$ cat src/hw/rtl/bnb_pkg.sv
`timescale 1ns / 1ps
// ----------------------------------------------------------------------------
// bnb_pkg: shared types and codes
// Transaction payloads, opcodes and sequencer states for the naive Bayes block.
// ----------------------------------------------------------------------------
package bnb_pkg;

	localparam logic [1:0] OP_CLEAR   = 2'd0;
	localparam logic [1:0] OP_TRAIN   = 2'd1;
	localparam logic [1:0] OP_PREDICT = 2'd2;

	typedef struct packed {
		logic [1:0]  opcode;
		logic [15:0] yes_bits;
		logic [15:0] known_mask;
		logic        class_label;
	} bnb_in_t;

	typedef struct packed {
		logic [1:0] result_kind;
		logic       predicted_label;
		logic       count_saturated;
	} bnb_out_t;

	typedef enum logic [3:0] {
		S_IDLE,
		S_TR_RD,
		S_TR_WR,
		S_PR_START,
		S_PR_FEAT,
		S_PR_LOAD,
		S_PR_NEXT,
		S_LG_E,
		S_LG_SH,
		S_LG_SQ,
		S_DONE
	} bnb_state_t;

	// What the log2 result is used for when it finishes.
	typedef enum logic [1:0] {
		P_NP2,
		P_N,
		P_FEAT
	} bnb_purpose_t;

endpackage

$ cat src/hw/rtl/bernoulli_naive_bayes_classifier.sv
`timescale 1ns / 1ps
// ----------------------------------------------------------------------------
// bernoulli_naive_bayes_classifier: two-class Bernoulli naive Bayes
// Clears, trains and predicts over up to sixteen binary features with add-one
// smoothing, using one shared iterative fixed-point log2 unit.
// ----------------------------------------------------------------------------
// One transaction in, one transaction out. Train walks every feature slot
// and does a read-modify-write of the yes-count memory for each known yes
// feature. Predict with both classes trained runs, per class, one log2
// evaluation each for n + 2, n and every known feature, loading each known
// feature's operand before its evaluation, then changes class. A predict
// with a class untrained goes straight to the output.
// The log2 unit does one 32x32 squaring per fraction bit. The
// input is not ready while an item is being worked; a finished result waits
// in an output register, so the next item may be accepted before it is taken.
// Reset and clear mark every yes count invalid (reads as zero) at once.
module bernoulli_naive_bayes_classifier
	import bnb_pkg::*;
#(
	parameter int NUM_FEATURES  = 16,
	parameter int COUNT_BITS    = 16,
	parameter int LOG_FRAC_BITS = 12
) (
	input  logic     clk,
	input  logic     arst_n,
	input  logic     in_valid,
	output logic     in_ready,
	input  bnb_in_t  in_data,
	output logic     out_valid,
	input  logic     out_ready,
	output bnb_out_t out_data
);

	localparam int FEAT_USED = (NUM_FEATURES < 16) ? NUM_FEATURES : 16;
	localparam int FW        = $clog2(FEAT_USED + 1);
	localparam int DEPTH     = 2 * NUM_FEATURES;
	localparam int ADDR_W    = $clog2(DEPTH);
	localparam int XW        = COUNT_BITS + 1;          // holds n + 2
	localparam int EW        = $clog2(XW);              // exponent of x
	localparam int LW        = EW + LOG_FRAC_BITS;      // log2 result
	localparam int IW        = (LOG_FRAC_BITS > 1) ? $clog2(LOG_FRAC_BITS) : 1;
	localparam int SW        = LOG_FRAC_BITS + 16;      // signed score
	localparam logic [COUNT_BITS-1:0] CNT_MAX = {COUNT_BITS{1'b1}};

	bnb_state_t   state_q, state_d;
	bnb_purpose_t purp_q;
	bnb_in_t      cmd_q;
	logic         cls_q;
	logic [FW-1:0] feat_q;
	logic         pred_q, sat_q;

	logic [COUNT_BITS-1:0] cnt_q [2];
	logic [COUNT_BITS-1:0] n_q;
	logic [DEPTH-1:0]      valid_q;
	logic [COUNT_BITS-1:0] mem [DEPTH];
	logic [COUNT_BITS-1:0] rd_q;
	logic                  rdv_q;

	// log2 unit
	logic [XW-1:0]            x_q;
	logic [EW-1:0]            e_q;
	logic [31:0]              m_q;
	logic [IW-1:0]            it_q;
	logic [LOG_FRAC_BITS-1:0] frac_q;
	logic [LW-1:0]            lnp2_q;

	logic signed [SW-1:0] s_q, s1_q;

	logic              out_valid_q;
	bnb_out_t          out_q;

	// control
	logic              accept, rd_en, wr_en, feat_end, feat_bit, log_last;
	logic [ADDR_W-1:0] addr;
	logic [3:0]        fidx;

	// datapath helpers
	logic [EW-1:0]            msb;
	logic [XW+30:0]           shifted;
	logic [63:0]              prod;
	logic [32:0]              sq;
	logic [LOG_FRAC_BITS-1:0] frac_nx;
	logic [LW-1:0]            lg;
	logic [COUNT_BITS-1:0]    y_raw, y_cl, ny, cnt_nx;
	logic [XW-1:0]            x_feat;

	assign accept   = in_valid && in_ready;
	assign fidx     = 4'(feat_q);
	assign feat_end = (feat_q == FW'(FEAT_USED));
	assign feat_bit = (state_q == S_TR_RD)
		? (cmd_q.yes_bits[fidx] && cmd_q.known_mask[fidx])
		: cmd_q.known_mask[fidx];
	assign log_last = (it_q == IW'(LOG_FRAC_BITS - 1));
	assign addr     = cls_q ? (ADDR_W'(NUM_FEATURES) + ADDR_W'(feat_q)) : ADDR_W'(feat_q);

	// Next-state logic.
	always_comb begin
		state_d = state_q;
		case (state_q)
			S_IDLE: begin
				if (accept) begin
					if (in_data.opcode == OP_TRAIN) begin
						state_d = S_TR_RD;
					end else if (in_data.opcode == OP_PREDICT && cnt_q[1] != '0
						&& cnt_q[0] != '0) begin
						state_d = S_PR_START;
					end else begin
						state_d = S_DONE;
					end
				end
			end
			S_TR_RD: begin
				if (feat_end) begin
					state_d = S_DONE;
				end else if (feat_bit) begin
					state_d = S_TR_WR;
				end
			end
			S_TR_WR:    state_d = S_TR_RD;
			S_PR_START: state_d = S_LG_E;
			S_PR_FEAT: begin
				if (feat_end) begin
					state_d = S_PR_NEXT;
				end else if (feat_bit) begin
					state_d = S_PR_LOAD;
				end
			end
			S_PR_LOAD:  state_d = S_LG_E;
			S_PR_NEXT:  state_d = cls_q ? S_PR_START : S_DONE;
			S_LG_E:     state_d = S_LG_SH;
			S_LG_SH:    state_d = S_LG_SQ;
			S_LG_SQ: begin
				if (log_last) begin
					state_d = (purp_q == P_NP2) ? S_LG_E : S_PR_FEAT;
				end
			end
			S_DONE: begin
				if (!out_valid_q || out_ready) begin
					state_d = S_IDLE;
				end
			end
			default: state_d = S_IDLE;
		endcase
	end

	// Control outputs.
	always_comb begin
		in_ready = (state_q == S_IDLE);
		rd_en    = ((state_q == S_TR_RD) || (state_q == S_PR_FEAT)) && !feat_end && feat_bit;
		wr_en    = (state_q == S_TR_WR);
	end

	// log2 datapath
	always_comb begin
		msb = '0;
		for (int i = 0; i < XW; i++) begin
			if (x_q[i]) begin
				msb = EW'(i);
			end
		end
	end

	assign shifted = {x_q, 31'b0} >> e_q;
	assign prod    = 64'(m_q) * 64'(m_q);
	assign sq      = prod[63:31];
	assign frac_nx = {frac_q[LOG_FRAC_BITS-2:0], sq[32]};
	assign lg      = {e_q, frac_nx};

	// Train and predict arithmetic on the counts.
	assign y_raw  = rdv_q ? rd_q : '0;
	assign y_cl   = (y_raw > n_q) ? n_q : y_raw;
	assign ny     = (y_raw == CNT_MAX) ? CNT_MAX : (y_raw + COUNT_BITS'(1));
	assign cnt_nx = (cnt_q[in_data.class_label] == CNT_MAX) ? CNT_MAX
		: (cnt_q[in_data.class_label] + COUNT_BITS'(1));
	assign x_feat = cmd_q.yes_bits[fidx] ? (XW'(y_cl) + XW'(1))
		: (XW'(n_q) + XW'(1) - XW'(y_cl));

	// Yes-count memory: one port, registered read.
	always_ff @(posedge clk) begin
		if (wr_en) begin
			mem[addr] <= ny;
		end
		if (rd_en) begin
			rd_q <= mem[addr];
		end
	end

	// Control state and counts.
	always_ff @(posedge clk or negedge arst_n) begin
		if (!arst_n) begin
			state_q     <= S_IDLE;
			valid_q     <= '0;
			cnt_q[0]    <= '0;
			cnt_q[1]    <= '0;
			out_valid_q <= 1'b0;
		end else begin
			state_q <= state_d;
			if (accept && in_data.opcode == OP_CLEAR) begin
				valid_q  <= '0;
				cnt_q[0] <= '0;
				cnt_q[1] <= '0;
			end else if (accept && in_data.opcode == OP_TRAIN) begin
				cnt_q[in_data.class_label] <= cnt_nx;
			end
			if (wr_en) begin
				valid_q[addr] <= 1'b1;
			end
			// Drop the result once taken; load the next one when it is done.
			if (state_q == S_DONE && (!out_valid_q || out_ready)) begin
				out_valid_q <= 1'b1;
			end else if (out_ready) begin
				out_valid_q <= 1'b0;
			end
		end
	end

	// Payload and sequencer datapath.
	always_ff @(posedge clk) begin
		if (rd_en) begin
			rdv_q <= valid_q[addr];
		end
		case (state_q)
			S_IDLE: begin
				if (accept) begin
					cmd_q  <= in_data;
					cls_q  <= (in_data.opcode == OP_TRAIN) ? in_data.class_label : 1'b1;
					feat_q <= '0;
					pred_q <= (in_data.opcode == OP_PREDICT) && (cnt_q[1] != '0)
						&& (cnt_q[0] == '0);
					sat_q  <= (in_data.opcode == OP_TRAIN) && (cnt_nx == CNT_MAX);
				end
			end
			S_TR_RD: begin
				if (!feat_end && !feat_bit) begin
					feat_q <= feat_q + FW'(1);
				end
			end
			S_TR_WR: begin
				if (ny == CNT_MAX) begin
					sat_q <= 1'b1;
				end
				feat_q <= feat_q + FW'(1);
			end
			S_PR_START: begin
				n_q    <= cnt_q[cls_q];
				x_q    <= XW'(cnt_q[cls_q]) + XW'(2);
				purp_q <= P_NP2;
				feat_q <= '0;
			end
			S_PR_FEAT: begin
				if (!feat_end && !feat_bit) begin
					feat_q <= feat_q + FW'(1);
				end
			end
			S_PR_LOAD: begin
				x_q    <= x_feat;
				purp_q <= P_FEAT;
			end
			S_PR_NEXT: begin
				if (cls_q) begin
					s1_q  <= s_q;
					cls_q <= 1'b0;
				end else begin
					pred_q <= (s1_q > s_q);
				end
			end
			S_LG_E: begin
				e_q <= msb;
			end
			S_LG_SH: begin
				m_q    <= shifted[31:0];
				it_q   <= '0;
				frac_q <= '0;
			end
			S_LG_SQ: begin
				m_q    <= sq[32] ? sq[32:1] : sq[31:0];
				frac_q <= frac_nx;
				it_q   <= it_q + IW'(1);
				if (log_last) begin
					case (purp_q)
						P_NP2: begin
							lnp2_q <= lg;
							x_q    <= XW'(n_q);
							purp_q <= P_N;
						end
						P_N: begin
							s_q <= SW'(lg);
						end
						P_FEAT: begin
							s_q    <= s_q + SW'(lg) - SW'(lnp2_q);
							feat_q <= feat_q + FW'(1);
						end
						default: ;
					endcase
				end
			end
			S_DONE: begin
				if (!out_valid_q || out_ready) begin
					out_q.result_kind     <= cmd_q.opcode;
					out_q.predicted_label <= (cmd_q.opcode == OP_PREDICT) && pred_q;
					out_q.count_saturated <= (cmd_q.opcode == OP_TRAIN) && sat_q;
				end
			end
			default: ;
		endcase
	end

	assign out_valid = out_valid_q;
	assign out_data  = out_q;

endmodule

$ cat config.mk
export PLATFORM = sky130hd
export DESIGN_NAME = bernoulli_naive_bayes_classifier
export DESIGN_NICKNAME = d
export VERILOG_FILES = /design/src/hw/rtl/bnb_pkg.sv /design/src/hw/rtl/bernoulli_naive_bayes_classifier.sv
export SDC_FILE = /design/constraint.sdc
export NUM_CORES = 2
export LEC_CHECK = 0
export ABC_AREA = 1
export BUFFER_PORTS_ARGS = -buffer_cell sky130_fd_sc_hd__buf_4
export CAP_MARGIN = 10
export CORE_MARGIN = 4
export CORE_UTILIZATION = 50
export DETAILED_ROUTE_END_ITERATION = 6
export PLACE_DENSITY = 0.65
export RECOVER_POWER = 25
export SETUP_SLACK_MARGIN = 0.4
export SLEW_MARGIN = 20
export SYNTH_ARGS = -nofsm -noshare
export SYNTH_HDL_FRONTEND = slang
export SYNTH_SLANG_ARGS = --single-unit
$ cat constraint.sdc
create_clock -name clk -period 10 [get_ports clk]
set_clock_uncertainty 0.2 [all_clocks]
set_input_delay 0.5 -clock clk [delete_from_list [all_inputs] [get_ports clk]]
set_output_delay 0.5 -clock clk [all_outputs]
set_load 0.02 [all_outputs]
==> results.rst <==
.. list-table::
   :header-rows: 1

   * - Metric
     - Value
   * - Outcome
     - finished with violations
   * - Violated checks
     - max-capacitance violations, max-slew violations
   * - Type of element capturing the critical path
     - flip-flop
   * - Largest driver fanout on the critical path
     - 5
   * - Pin slew with the least headroom to its limit
     - 4.05 ns
   * - Reg-to-Reg Start
     - m_q[25]
   * - Routability congestion estimate
     - 0.979
   * - Max-slew violations
     - 250
   * - Count of flip-flops with a built-in enable after synthesis
     - 735
   * - Xor and xnor area share after synthesis
     - 1.24%
   * - Complex-gate fraction of the synthesized area
     - 8.98%
   * - Detail Route Antenna Nets
     - 0
   * - Later-pin clock latency in the skew report
     - 0.68 ns
   * - Worst setup path start
     - m_q[25]
   * - Flop2flop setup slack
     - 0.79 ns
   * - Capture point of the critical path
     - s_q[16]
   * - Number of antenna violations at the first check in global routing
     - 3
   * - Master cell of the clock root buffer
     - sky130_fd_sc_hd__clkbuf_16
   * - DRC violations left
     - 0
   * - Cell type of the slowest stage on the worst timing path
     - sky130_fd_sc_hd__fa_1
   * - Final number of hold-violating endpoints
     - 0
   * - Vias in the first global route
     - 52.3k
   * - Area added between synthesis and finish
     - 9.64%
   * - Global-route wire length before repair
     - 293 mm
   * - Post-synthesis share of cell area spent on and, or, nand and nor gates
     - 13.5%
   * - Synthesized net count
     - 8575
   * - All-Layer GR Usage
     - 26.3%
   * - Largest net degree at the start of global routing
     - 201
   * - Most instantiated flip-flop cell in the synthesis netlist
     - sky130_fd_sc_hd__edfxtp_1
   * - Share of cell area taken by muxes after synthesis
     - 0.0877%
   * - DR vias/cell
     - 5.44
   * - Crit start category
     - flip-flop
   * - Core Region
     - 136000 um^2
   * - Largest incremental delay on the critical path
     - 0.58 ns
   * - Arrival time of the worst setup path
     - 9.41 ns
   * - Length of the first detailed-routing pass in iterations
     - 5
   * - Number of warnings issued by yosys
     - 0
   * - Post-Route WL
     - 185 mm
   * - Unrepaired setup endpoints after global routing
     - no
   * - Clock tree from TritonCTS
     - built
   * - Minimum clock period
     - 9.21 ns
   * - Distinct cells, synth
     - 59
   * - Worst reg2reg path depth
     - 40
   * - Fraction of registers with async set or reset after synthesis
     - 8.58%
   * - Initial cell density of the core
     - 50.4%
   * - Number of setup violations in the final report
     - 0
   * - R2R Path End
     - s_q[16]
   * - Die ar.
     - 143000 um^2
   * - Io pins
     - 45
   * - Min-Delay Path Class
     - reg2reg
   * - Count of state elements after synthesis
     - 804
   * - Remaining max-slew budget at the tightest pin
     - -170%
   * - Number of nets at the end of the flow
     - 8672
   * - Average size of a mapped cell
     - 9.34 um^2
   * - Area share of fa/ha/maj cells after synthesis
     - 31.1%
   * - DRC marker count from the first detailed-route iteration
     - 4338
   * - Via count
     - 50.5k
   * - CTS max path bufs
     - 3
   * - Main combinational cell family by area after synthesis
     - adder cells
   * - Placed wire-length estimate
     - 137 mm
   * - Final setup TNS
     - 0 ns
   * - Mean routed wirelength per cell
     - 19.9 um
   * - Fmax achieved
     - 0.109 GHz
   * - Chip height
     - 378 um
   * - Crit share post-route
     - 92.1%
   * - Depth of the CTS H-tree
     - 3
   * - Post-CTS clock slew at the launch and capture registers of the worst setup and hold paths
     - 0.07 ns
   * - Horizontal die dimension
     - 378 um
   * - Netlist Area Pre-Place
     - 68400 um^2
   * - Number of sinks on the clock net
     - 804
   * - Endpoint required time on the critical path
     - 10.20 ns
   * - Number of clock buffers inserted by TritonCTS
     - 84
   * - Num rows
     - 135
   * - GR Overflow Total
     - 0
   * - Post-synthesis cell count
     - 7325
   * - Highest-count cells in the layout ignoring fill and taps
     - 1570 x sky130_fd_sc_hd__inv_1, 1281 x sky130_fd_sc_hd__nand2_1, 816 x sky130_fd_sc_hd__fa_1
   * - Most frequent standard cell in the layout excluding fill and tap cells
     - sky130_fd_sc_hd__inv_1
   * - Count of maximum capacitance violations
     - 6
   * - Number of port buffers
     - 44
   * - Seq/Total Area, Yosys
     - 34.8%
   * - Setup CP Type
     - reg2reg
   * - Share of layout cells above drive strength 1
     - 6.15%
[sequential cells by signal, summed over array words and instances (netlist names), 16 cells and up]
signal   flops
mem        512
cmd_q       34
cnt_q       32
m_q         32
valid_q     32
s1_q        28
s_q         28
lnp2_q      17
x_q         17
n_q         16
rd_q        16
[cells in the mapped netlist (all sizes together) (2+ instances only)]
library cell  number  area (um^2)
nand2           1293         4880
a211oi             2         15.0
a22oi              2         15.0
clkbuf           232          871
a21boi             7         52.6
xnor2             32          280
o221ai            36          315
a21oi            196          988
nor2             622         2380
nor3              43          240
o21a               8         60.1
edfxtp           735        22100
nand3b            20          150
o22ai            159          995
a21o              20          150
o21bai            22          165
a31o               5         43.8
ha               394         4930
or2               21          134
o21ai            557         2800
nand3            193         1000
o2111ai            2         17.5
clkinv             3         11.3
nand4             48          307
o211ai            52          390
fa               817        16400
mux2i              6         60.1
buf               46          270
xor2              65          569
inv             1577         5920
nor3b              2         15.0
nor4              17          121
dfrtp             69         1730
a31oi             16          100
[final cells by class]
| type | count | area, um^2 |
|---|---|---|
| repair buffers | 289 | 2470 |
| multi-input cells | 4663 | 37700 |
| clock buffers | 108 | 2270 |
| flip-flops and latches | 804 | 23800 |
| well taps | 1781 | 2230 |
| fillers | 12140 | 60800 |
| diodes | 2 | 5.00 |
| clock inverters | 49 | 647 |
| inverters | 1580 | 5940 |
[logic make-up after synthesis]
family,after synthesis
AO/OA/AOI/OAI,1089
XOR/XNOR,97
buffers and inverters,1858
multiplexers,6
flip-flops,804
adder cells (fa/ha/maj),1211
AND/OR/NAND/NOR,2260
[through the flow]
step                      worst slack (ns)  area, um^2  utilization, %  hold WS (ns)  instances
final                                0.794       75000            55.3         0.239       9276
after global routing                 0.352       75000            55.3         0.262       9274
after CTS                            0.405       74800            55.1        0.0557       9251
after detailed placement             0.396       71500            52.6         0.233       9051
after global placement               0.467       71500            52.6         0.229       9051
after floorplan                       1.05       68400               -       0.00441       7325
[per-layer routing]
layer / track usage [%] / wire length [um] / share of wire, % / up-vias
met5: 0 / 0 / 0 / -
met4: 9.87 / 7890 / 4.3 / 0
met3: 2.69 / 10900 / 5.9 / 374
met2: 44.8 / 90400 / 49 / 1787
met1: 35.0 / 75800 / 41 / 24835
li1: - / - / - / 23460
[repair_timing]
item / 4_1_cts / 5_1_grt
resized for setup: 1 / 39
cloned: 0 / 1
pin swaps: 0 / 11
hold endpoints to repair: 103 / 0
endpoints found under the setup margin: 3 / 18
buffers inserted: 8 / 21
hold buffers: 35 / 0
[worst min path at each step]
| stage | start | endpoint | cells past startpoint |
|---|---|---|---|
| floorplan | arst_n | cnt_q[0] | 0 |
| global placement | s_q[14] | s1_q[14] | 0 |
| detailed placement | s_q[14] | s1_q[14] | 0 |
| CTS | in_data[33] | cmd_q[33] | 1 |
| global route | s_q[1] | s1_q[1] | 0 |
| finish | s_q[14] | s1_q[14] | 0 |
[worst max-delay path, delay by kind of cell, from the launching register on]
family	cells	cell delay [ns]
AO/OA/AOI/OAI	10	1.58
XOR/XNOR	1	0.16
adder cells (fa/ha/maj)	11	4.77
buffers and inverters	7	0.75
flip-flops	1	0.55
AND/OR/NAND/NOR	11	0.97
Power is left out: the tool's default activity adds up to more than one toggle a clock period on the data nets, which glitch-free logic cannot reach.
